[src/rtl/tcw_addr.sv]
// Cell address unit: registered row * COLS + col for the cell store.
// Depends on nothing outside this file.
`default_nettype none

module tcw_addr #(
  parameter int ROWS = 25,
  parameter int COLS = 80,
  localparam int RW = $clog2(ROWS),
  localparam int CW = $clog2(COLS + 1),
  localparam int AW = $clog2(ROWS * COLS)
) (
  input  logic          clk,
  input  logic          en,
  input  logic [RW-1:0] row,
  input  logic [CW-1:0] col,
  output logic [AW-1:0] addr_r
);

  logic [AW-1:0] addr_nxt;

  assign addr_nxt = AW'(32'(row) * COLS + 32'(col));

  always_ff @(posedge clk) begin
    if (en) begin
      addr_r <= addr_nxt;
    end
  end

endmodule

`default_nettype wire

[config.mk]
export PLATFORM = sky130hd
export DESIGN_NAME = tcw_addr
export DESIGN_NICKNAME = d
export VERILOG_FILES = /design/src/rtl/tcw_addr.sv
export SDC_FILE = /design/constraint.sdc
export NUM_CORES = 1
export LEC_CHECK = 0
export ABC_AREA = 1
export ABC_CLOCK_PERIOD_IN_PS = 2050
export CAP_MARGIN = 15
export CELL_PAD_IN_SITES_DETAIL_PLACEMENT = 0
export CELL_PAD_IN_SITES_GLOBAL_PLACEMENT = 2
export CORE_ASPECT_RATIO = 0.7
export CORE_UTILIZATION = 35
export DETAILED_ROUTE_END_ITERATION = 8
export DONT_BUFFER_PORTS = 1
export PLACE_DENSITY = 0.69
export SYNTH_ARGS = -nofsm -noshare
export SYNTH_HDL_FRONTEND = slang
export SYNTH_SLANG_ARGS = --single-unit
[constraint.sdc]
create_clock -name clk -period 2.05 [get_ports clk]
set_clock_uncertainty 0.15 [all_clocks]
set_input_delay 0.1025 -clock clk [delete_from_list [all_inputs] [get_ports clk]]
set_output_delay 0.1025 -clock clk [all_outputs]
set_load 0.01 [all_outputs]
# Word-level counts from Yosys, hierarchy flattened

Index checks and enable logic that the tools add are counted.

Register bits after elaboration: 11
Input port bits: 14

Multiply operators: 1
Add/subtract/negate cells: 1

Operator list:

| operator              | number |
|---|---|
| $add A11 B7 Y11       | 1 |
| $mul A5 B3 Y7 const B | 1 |

# Longest topological paths before layout

Gate-level depths: netlist of the first run.

Depth after elaboration: 2
Gate-level depth with buffers: 9
Mapped depth without buffers: 9

# Worst setup path after synthesis of the first run

No wires, ideal clock.

Kind: input -> register
Start: in row[1]
End: reg addr_r[10] (data pin)
Setup time: 0.253 ns
Buffers on the path: 0
Stages on the path: 8
Data required time: 1.647 ns
Path slack: 0.218 ns
Data arrival time: 1.429 ns
Path through: ha_1 > ha_1 > fa_1 > nand2_1 > inv_1 > nand3_1 > nand3_1 > nand2_1

Longest elaborated chain between the ends: 2

Ends and longest elaborated chain:

| element                | RTL line | RTL |
|---|---|---|
| start: declaration     | 14       | `input logic [RW-1:0] row,` |
| $mul A5 B3 Y7          | 21       | `assign addr_nxt = AW'(32'(row) * COLS + 32'(col));` |
| $add A11 B7 Y11        | 21       |  |
| named net addr_nxt[10] | 19       | `logic [AW-1:0] addr_nxt;` |
| end signal: assignment | 25       | `addr_r <= addr_nxt;` |
| end: declaration       | 16       | `output logic [AW-1:0] addr_r` |

The timed path passes the listed nets, and every way through them passes these cells.
A chain may end at the register's enable or synchronous reset.

# Worst setup path in the final report of the first run

Start: in col[4]
End: reg addr_r[5] (data pin)

Longest elaborated chain between the ends: 1

Ends and longest elaborated chain:

| element               | RTL line | RTL |
|---|---|---|
| start: declaration    | 15       | `input logic [CW-1:0] col,` |
| $add A11 B7 Y11       | 21       |  |
| named net addr_nxt[5] | 19       |  |

The timed path passes the listed nets, and every way through them passes these cells.

==> results of run 1 <==
report_power, final:
part,internal (mW),switching (mW)
Clock,0.0723,0.0732
Sequential,0.288,0.0246
Combinational,0.0584,0.0671
Total,0.418,0.165
critical path: stages:
cell and delay (ns):
dlygate4sd3_1 0.54, ha_1 0.20, fa_1 0.42, dlygate4sd3_1 0.55
cell families (layout without fill, tap and decap cells):
logic type / Yosys count / after routing / synth area share
adder cells (fa/ha/maj): 11 / 11 / 0.228
AND/OR/NAND/NOR: 29 / 29 / 0.193
AO/OA/AOI/OAI: 1 / 1 / 0.00747
XOR/XNOR: 3 / 3 / 0.0393
buffers and inverters: 7 / 21 / 0.0393
flip-flops: 11 / 11 / 0.493
per-layer routing:
metal  global-route usage  vias to the layer above
met5                    0                        -
met4               0.0769                        0
met3               0.0549                        3
met2                0.223                       20
met1                0.167                      194
li1                     -                      239
per-stage QoR:
stage                     total power [mW]  cell area [um2]  setup slack (ns)
after floorplan                      0.398              669             0.218
after global placement               0.422              696             0.105
after detailed placement             0.423              696             0.115
after CTS                            0.593              823             0.113
after global routing                 0.631              823            0.0858
final                                0.583              823             0.114
what timing repair did:
| action | in CTS | in global routing |
|---|---|---|
| hold buffers | 10 | 0 |
| hold endpoints to repair | 18 | 0 |
| resized for setup | 0 | 0 |
synth_stat cells:
cell type	count	share of area
nand2_1	17	0.095
edfxtp_1	11	0.49
ha_1	9	0.17
nand3_1	9	0.067
inv_1	7	0.039
fa_1	2	0.060
xor2_1	2	0.026
a21oi_1	1	0.0075
nand3_2	1	0.015
nand4_1	1	0.0094
nor2_1	1	0.0056
xnor2_1	1	0.013
final cells by class:
type | instances | area [um2] | share of cell area
Sequential cell | 11 | 330 | 0.401
Timing Repair Buffer | 10 | 100 | 0.122
Tap cell | 21 | 26.3 | 0.0319
Clock buffer | 3 | 22.5 | 0.0274
Inverter | 7 | 26.3 | 0.0319
Clock inverter | 1 | 5.00 | 0.00608
Multi-Input combinational cell | 44 | 313 | 0.380
path summary, 6_finish.rpt:
check	startpoint	endpoint	slack (ns)	cells after the start
max	col[4]	addr_r[5]	0.11	4
min	col[6]	addr_r[6]	0.10	2
==> summary.md, run 1 <==
| Metric | Value |
|---|---|
| Post-CTS setup buffers | `0` |
| Root buffer cell | `clkbuf_4` |
| Final WL | `1150 um` |
| Peak supply drop | `410 uV` |
| Avg Cell Area, Syn | `10.8 um2` |
| Area Overhead vs Synth | `23.0%` |
| Placed Cells | `83` |
| Max FFs per register | `11` |
| Slew margin rel. | `0.668` |
| Period minus WS final | `1.94 ns` |
| Outcome | `complete, no violations` |
| Gr usage total | `0.142` |
| Cells after Synth | `62` |
| Chip width | `54.3 um` |
| Detailed Routing Iterations Pass 1 | `3` |
| Final core utilization | `0.490` |
| FP Rows | `12` |
| Top reg by flops | `addr_r` |
| Leading cell type in the layout, fill and taps excluded | `nand2_1` |
| Clock tree buffer depth | `2` |
| Mapped cell area | `669 um2` |
| Detail Route Antenna Nets | `0` |
| CP Launch Type | `input pin` |
| Core ar. | `1680 um2` |
| WS Path Type | `in2reg` |
| Max layer used | `met4` |
| H-tree Lvls | `1` |
| #FFs+latches synth | `11` |
| Final hold slack | `0.105 ns` |
| CTS Sinks | `11` |
| MaxCap Viol Count | `0` |
| Diode count | `0` |
| Worst Path Required | `1.93 ns` |
| Post-DR wirelength/cell | `11.8 um` |
| Largest net degree at the start of global routing | `12` |
| Non-Filler Instances | `97` |
| Vias | `456` |
| Final-report max-slew violation count | `0` |
| Most frequent cells in the layout | `17 x nand2_1, 11 x edfxtp_1, 10 x dlygate4sd3_1` |
| RSZ-0062 raised after global routing | `no` |
| Drt drc | `0` |
| Final setup TNS | `0 ns` |
| Global route overflow | `0` |
| CTS Buf Count | `3` |
| HPWL after DPL | `949 um` |
| Initial Util | `0.398` |
| Fill cells | `162` |
| Syn nets | `87` |
| Biggest regs | `addr_r x11` |
| CP Data Arrival Time | `1.81 ns` |
| Via density | `4.70` |
| Iteration-0 DRC Markers | `7` |
| Vias in the first global route | `442` |
| Routed wl met2 | `502 um` |
| RD Place Congestion | `0.673` |
| Reg clk slew, reported paths | `0.07 ns` |
| Seq/Total Area, Yosys | `0.493` |
| Die H | `38.6 um` |
| CP max FO | `2` |
| Period Utilization, post-route | `0.944` |
| Measured slew at the worst slew-check pin | `0.496 ns` |
| Port Buffers | `0` |
| CTS tree | `built` |
| F_max | `0.517 GHz` |
| WL met3 | `83 um` |
| Final Hold Vio Count | `0` |
| First-pass GRT wire length | `1930 um` |
| Worst setup EP type | `register` |
| # nets final | `102` |
| YS warnings | `0` |
| LEAKAGE | `0.369 nW` |
| Share of post-route cells with drive strength above 1 | `0.0658` |
| Die area | `2090 um2` |
| IO Pins | `25` |
| Routed length on met1 | `546 um` |
| Cell Pwr Density | `709 nW/um2` |
| Worst min-delay path class | `in2reg` |
| Synth unique cells | `12` |
| Final setup viols | `0` |
| Antenna violations before repair | `0` |
Power figures use the tool's default switching activity.
==> run 2: changes to the inputs <==
==> constraint.sdc (replaced) <==
create_clock -name clk -period 2.05 [get_ports clk]
set_clock_uncertainty 0.15 [all_clocks]
set_input_delay 0.41 -clock clk [delete_from_list [all_inputs] [get_ports clk]]
set_output_delay 0.41 -clock clk [all_outputs]
set_load 0.01 [all_outputs]
==> summary.md, run 2 (synthesis gave the netlist of run 1 again) <==
| Metric | Value |
|---|---|
| Outcome | `complete, no violations` |
| Root buffer cell | `clkbuf_4` |
| DP Worst Slack | `-0.0746 ns` |
| Levels on crit path | `8` |
| Drt drc | `0` |
| Cell Pwr Density | `755 nW/um2` |
| Measured slew at the worst slew-check pin | `0.196 ns` |
| Vias in the first global route | `431` |
| Worst setup EP type | `register` |
| Worst Path Required | `1.92 ns` |
| Final Total Pwr | `0.574 mW` |
| Final WS setup | `0.226 ns` |
| Leading cell type in the layout, fill and taps excluded | `nand2_1` |
| CP Cell Sequence | `ha_4 -> ha_2 -> fa_1 -> nand2_1 -> inv_2 -> nand3_1 -> nand3_1 -> nand2_1` |
| Iteration-0 DRC Markers | `9` |
| Hold buffer count at CTS | `0` |
| Share of post-route cells with drive strength above 1 | `0.145` |
| Reg clk slew, reported paths | `0.07 ns` |
| RSZ-0062 raised after global routing | `no` |
| Clock tree buffer depth | `2` |
| Hold path depth | `0` |
| Final hold slack | `0.0882 ns` |
| HPWL after DPL | `1010 um` |
| Gr usage total | `0.136` |
| CP Data Arrival Time | `1.69 ns` |
| CP max FO | `4` |
| Biggest regs | `addr_r x11` |
| Most frequent cells in the layout | `17 x nand2_1, 11 x edfxtp_1, 9 x nand3_1` |
| Detail Route Antenna Nets | `0` |
| WS Path Type | `in2reg` |
| CTS Sinks | `11` |
| Via density | `4.84` |
| Peak supply drop | `408 uV` |
| Max FFs per register | `11` |
| CTS Buf Count | `3` |
| CTS tree | `built` |
| Post-CTS setup buffers | `0` |
| Die H | `38.6 um` |
| # nets final | `95` |
| IO Pins | `25` |
| Critical Path Slowest Stage Cell | `fa_1` |
| FP Rows | `12` |
| Post-DR wirelength/cell | `13.1 um` |
| MaxCap Viol Count | `0` |
| Final-report max-slew violation count | `0` |
| Global route overflow | `0` |
| Cell area after layout | `759 um2` |
| H-tree Lvls | `1` |
| Period Utilization, post-route | `0.890` |
| # resized after CTS | `0` |
| Chip width | `54.3 um` |
| Top reg by flops | `addr_r` |
| F_max | `0.548 GHz` |
| CP Launch Type | `input pin` |
| LEAKAGE | `0.335 nW` |
| Area after DPL | `733 um2` |
| CP max stage delay | `0.54 ns` |
| Antenna violations before repair | `0` |
| Core ar. | `1680 um2` |
| Largest net degree at the start of global routing | `12` |
| Vias | `436` |
| Port Buffers | `0` |
| Period minus WS final | `1.82 ns` |
| Final Hold Vio Count | `0` |
| Buf/Inv on CP | `1` |
| Diode count | `0` |
| Die area | `2090 um2` |
| Critical path's top delay family | `adder cells` |
| Final WL | `1180 um` |
| Final setup viols | `0` |
| Area Overhead vs Synth | `13.5%` |
| Slew margin rel. | `0.869` |
| RD Place Congestion | `0.719` |
| Detailed Routing Iterations Pass 1 | `3` |
| First-pass GRT wire length | `1890 um` |
| Worst min-delay path class | `in2reg` |
| Initial Util | `0.398` |
run 2: changes by cell type in the layout (fill, tap and decap cells not counted), sizes merged:
| cell | previous run | this run |
|---|---|---|
| buf | 0 | 3 |
| clkbuf | 3 | 4 |
| clkinv | 1 | 0 |
| dlygate4sd3 | 10 | 0 |
run 2: routing by layer:
layer / share of wire / vias to the layer above / routed length, um / global-route usage
met2: 0.43 / 21 / 512 / 0.213
met5: 0 / - / 0 / 0
met1: 0.49 / 189 / 583 / 0.172
li1: - / 226 / - / -
met4: 0 / 0 / 0 / 0.0385
met3: 0.073 / 0 / 86 / 0.0549
run 2: metrics by stage:
| step | cells | setup TNS (ns) | utilization |
|---|---|---|---|
| 3_3_place_gp | 86 | -0.119 | 0.436 |
| 2_1_floorplan | 62 | 0 | - |
| 5_1_grt | 90 | 0 | 0.452 |
| 3_5_place_dp | 86 | -0.0969 | 0.436 |
| 6_report | 90 | 0 | 0.452 |
| 4_1_cts | 90 | 0 | 0.452 |
run 2: worst paths after layout:
kind                  startpoint          to  slack [ns]
worst max-delay path      row[1]  addr_r[10]        0.23
worst min-delay path      col[0]   addr_r[0]        0.09
run 2: power breakdown:
part	total, mW	internal [mW]	switching (mW)
Combinational	0.118	0.0561	0.0620
Clock	0.142	0.0752	0.0671
Sequential	0.313	0.288	0.0248
Total	0.574	0.420	0.154
run 2: area by class of cell:
class / count / area [um2]
clock buffers: 4 / 26.3
fillers: 178 / 922
inverters: 7 / 26.3
multi-input cells: 44 / 328
flip-flops and latches: 11 / 330
well taps: 21 / 26.3
repair buffers: 3 / 22.5
==> run 3: changes to the inputs <==
Settings changed: ABC_CLOCK_PERIOD_IN_PS 2050 to 2000.
Clock period 2.05 ns to 2 ns, I/O delays scaled along.
==> summary.md, run 3 (synthesis gave the netlist of run 1 again) <==
| Metric | Value |
|---|---|
| Outcome | `complete, no violations` |
| Hold Crit Start | `col[1]` |
| Reg area | `330 um2` |
| Biggest regs | `addr_r x11` |
| First-pass GRT wire length | `1910 um` |
| Clock tree buffer depth | `2` |
| Worst setup EP type | `register` |
| CTS Sinks | `11` |
| Fill cells | `177` |
| Drt drc | `0` |
| Post-DR wirelength/cell | `13.4 um` |
| Core ar. | `1680 um2` |
| # nets final | `93` |
| Reg clk slew, reported paths | `0.07 ns` |
| Critical Path Slowest Stage Cell | `fa_1` |
| CTS tree | `built` |
| Hold path depth | `0` |
| Peak supply drop | `333 uV` |
| Final core utilization | `0.453` |
| Port Buffers | `0` |
| Area Overhead vs Synth | `13.8%` |
| MaxCap Viol Count | `0` |
| Largest net degree at the start of global routing | `12` |
| Final-report max-slew violation count | `0` |
| CP Cell Sequence | `ha_4 -> ha_4 -> fa_1 -> inv_1 -> nand2_1 -> nand2_1 -> nand3_2 -> nand3_1 -> nand2_1` |
| Measured slew at the worst slew-check pin | `0.213 ns` |
| Critical path's top delay family | `adder cells` |
| CP max FO | `3` |
| Final Total Pwr | `0.590 mW` |
| Via density | `4.88` |
| CP Launch Type | `input pin` |
| RSZ-0062 raised after global routing | `no` |
| Share of post-route cells with drive strength above 1 | `0.149` |
| Initial Util | `0.398` |
| LEAKAGE | `0.326 nW` |
| WS Path Type | `in2reg` |
| Chip width | `54.3 um` |
| Worst Path Required | `1.87 ns` |
| Die H | `38.6 um` |
| Post-CTS setup buffers | `0` |
| Hold endpoint | `addr_r[1]` |
| Slew margin rel. | `0.858` |
| Final Hold Vio Count | `0` |
| F_max | `0.556 GHz` |
| Period minus WS final | `1.80 ns` |
| CP max stage delay | `0.44 ns` |
| RD Place Congestion | `0.774` |
| CTS Buf Count | `3` |
| # resized after CTS | `0` |
| Worst min-delay path class | `in2reg` |
| Cell Pwr Density | `775 nW/um2` |
| Iteration-0 DRC Markers | `5` |
| Global route overflow | `0` |
| Antenna violations before repair | `0` |
| Leading cell type in the layout, fill and taps excluded | `nand2_1` |
| Cell area after layout | `762 um2` |
| HPWL after DPL | `1010 um` |
| Area after DPL | `736 um2` |
| Detailed Routing Iterations Pass 1 | `3` |
| H-tree Lvls | `1` |
| Period Utilization, post-route | `0.899` |
| Most used cell, CP | `nand2_1` |
| Root buffer cell | `clkbuf_4` |
| Die area | `2090 um2` |
| Detail Route Antenna Nets | `0` |
| Gr usage total | `0.145` |
| Vias in the first global route | `416` |
| Vias | `429` |
| Top reg by flops | `addr_r` |
| Final WL | `1180 um` |
| Multi-input logic area | `345 um2` |
| CP Data Arrival Time | `1.67 ns` |
| Max FFs per register | `11` |
| Final setup viols | `0` |
| FP Rows | `12` |
| Diode count | `0` |
| IO Pins | `25` |
| Most frequent cells in the layout | `17 x nand2_1, 11 x edfxtp_1, 8 x nand3_1` |
| Hold buffer count at CTS | `0` |
| Final hold slack | `0.0723 ns` |
| Buf/Inv on CP | `1` |
## run 3: power by group
part	internal (mW)	total (mW)	switching, mW
clock	0.0773	0.150	0.0731
combinational	0.0545	0.119	0.0648
sequential	0.295	0.321	0.0254
## run 3: metrics by stage
| stage | TNS [ns] | instances | worst slack (ns) |
|---|---|---|---|
| final | 0 | 88 | 0.201 |
| after CTS | 0 | 88 | 0.211 |
| after floorplan | 0 | 62 | 0.00633 |
| after detailed placement | -0.111 | 84 | -0.0823 |
| after global placement | -0.0936 | 84 | -0.0793 |
| after global routing | 0 | 88 | 0.113 |
## run 3: how the worst max path moves through the flow
stage	cells past startpoint	endpoint	from	slack [ns]
2_1_floorplan	9	addr_r[10]	row[1]	0.006
3_3_place_gp	9	addr_r[10]	row[1]	-0.08
3_5_place_dp	9	addr_r[10]	row[1]	-0.08
4_1_cts	9	addr_r[10]	row[1]	0.21
5_1_grt	9	addr_r[10]	row[1]	0.11
6_report	9	addr_r[10]	row[1]	0.20
## run 3: area by class of cell
| type | instances | area share |
|---|---|---|
| Inverter | 7 | 0.0345 |
| Sequential cell | 11 | 0.433 |
| Multi-Input combinational cell | 44 | 0.453 |
| Clock buffer | 4 | 0.0345 |
| Tap cell | 21 | 0.0345 |
| Timing Repair Buffer | 1 | 0.00985 |
## run 3: metal layers
layer / part of all wire / routed length, um / vias up / GRT usage
li1: - / - / 224 / -
met1: 0.47 / 554 / 183 / 0.183
met2: 0.43 / 511 / 17 / 0.204
met3: 0.069 / 82 / 5 / 0.0667
met4: 0.029 / 34 / 0 / 0.0769
met5: 0 / 0 / - / 0
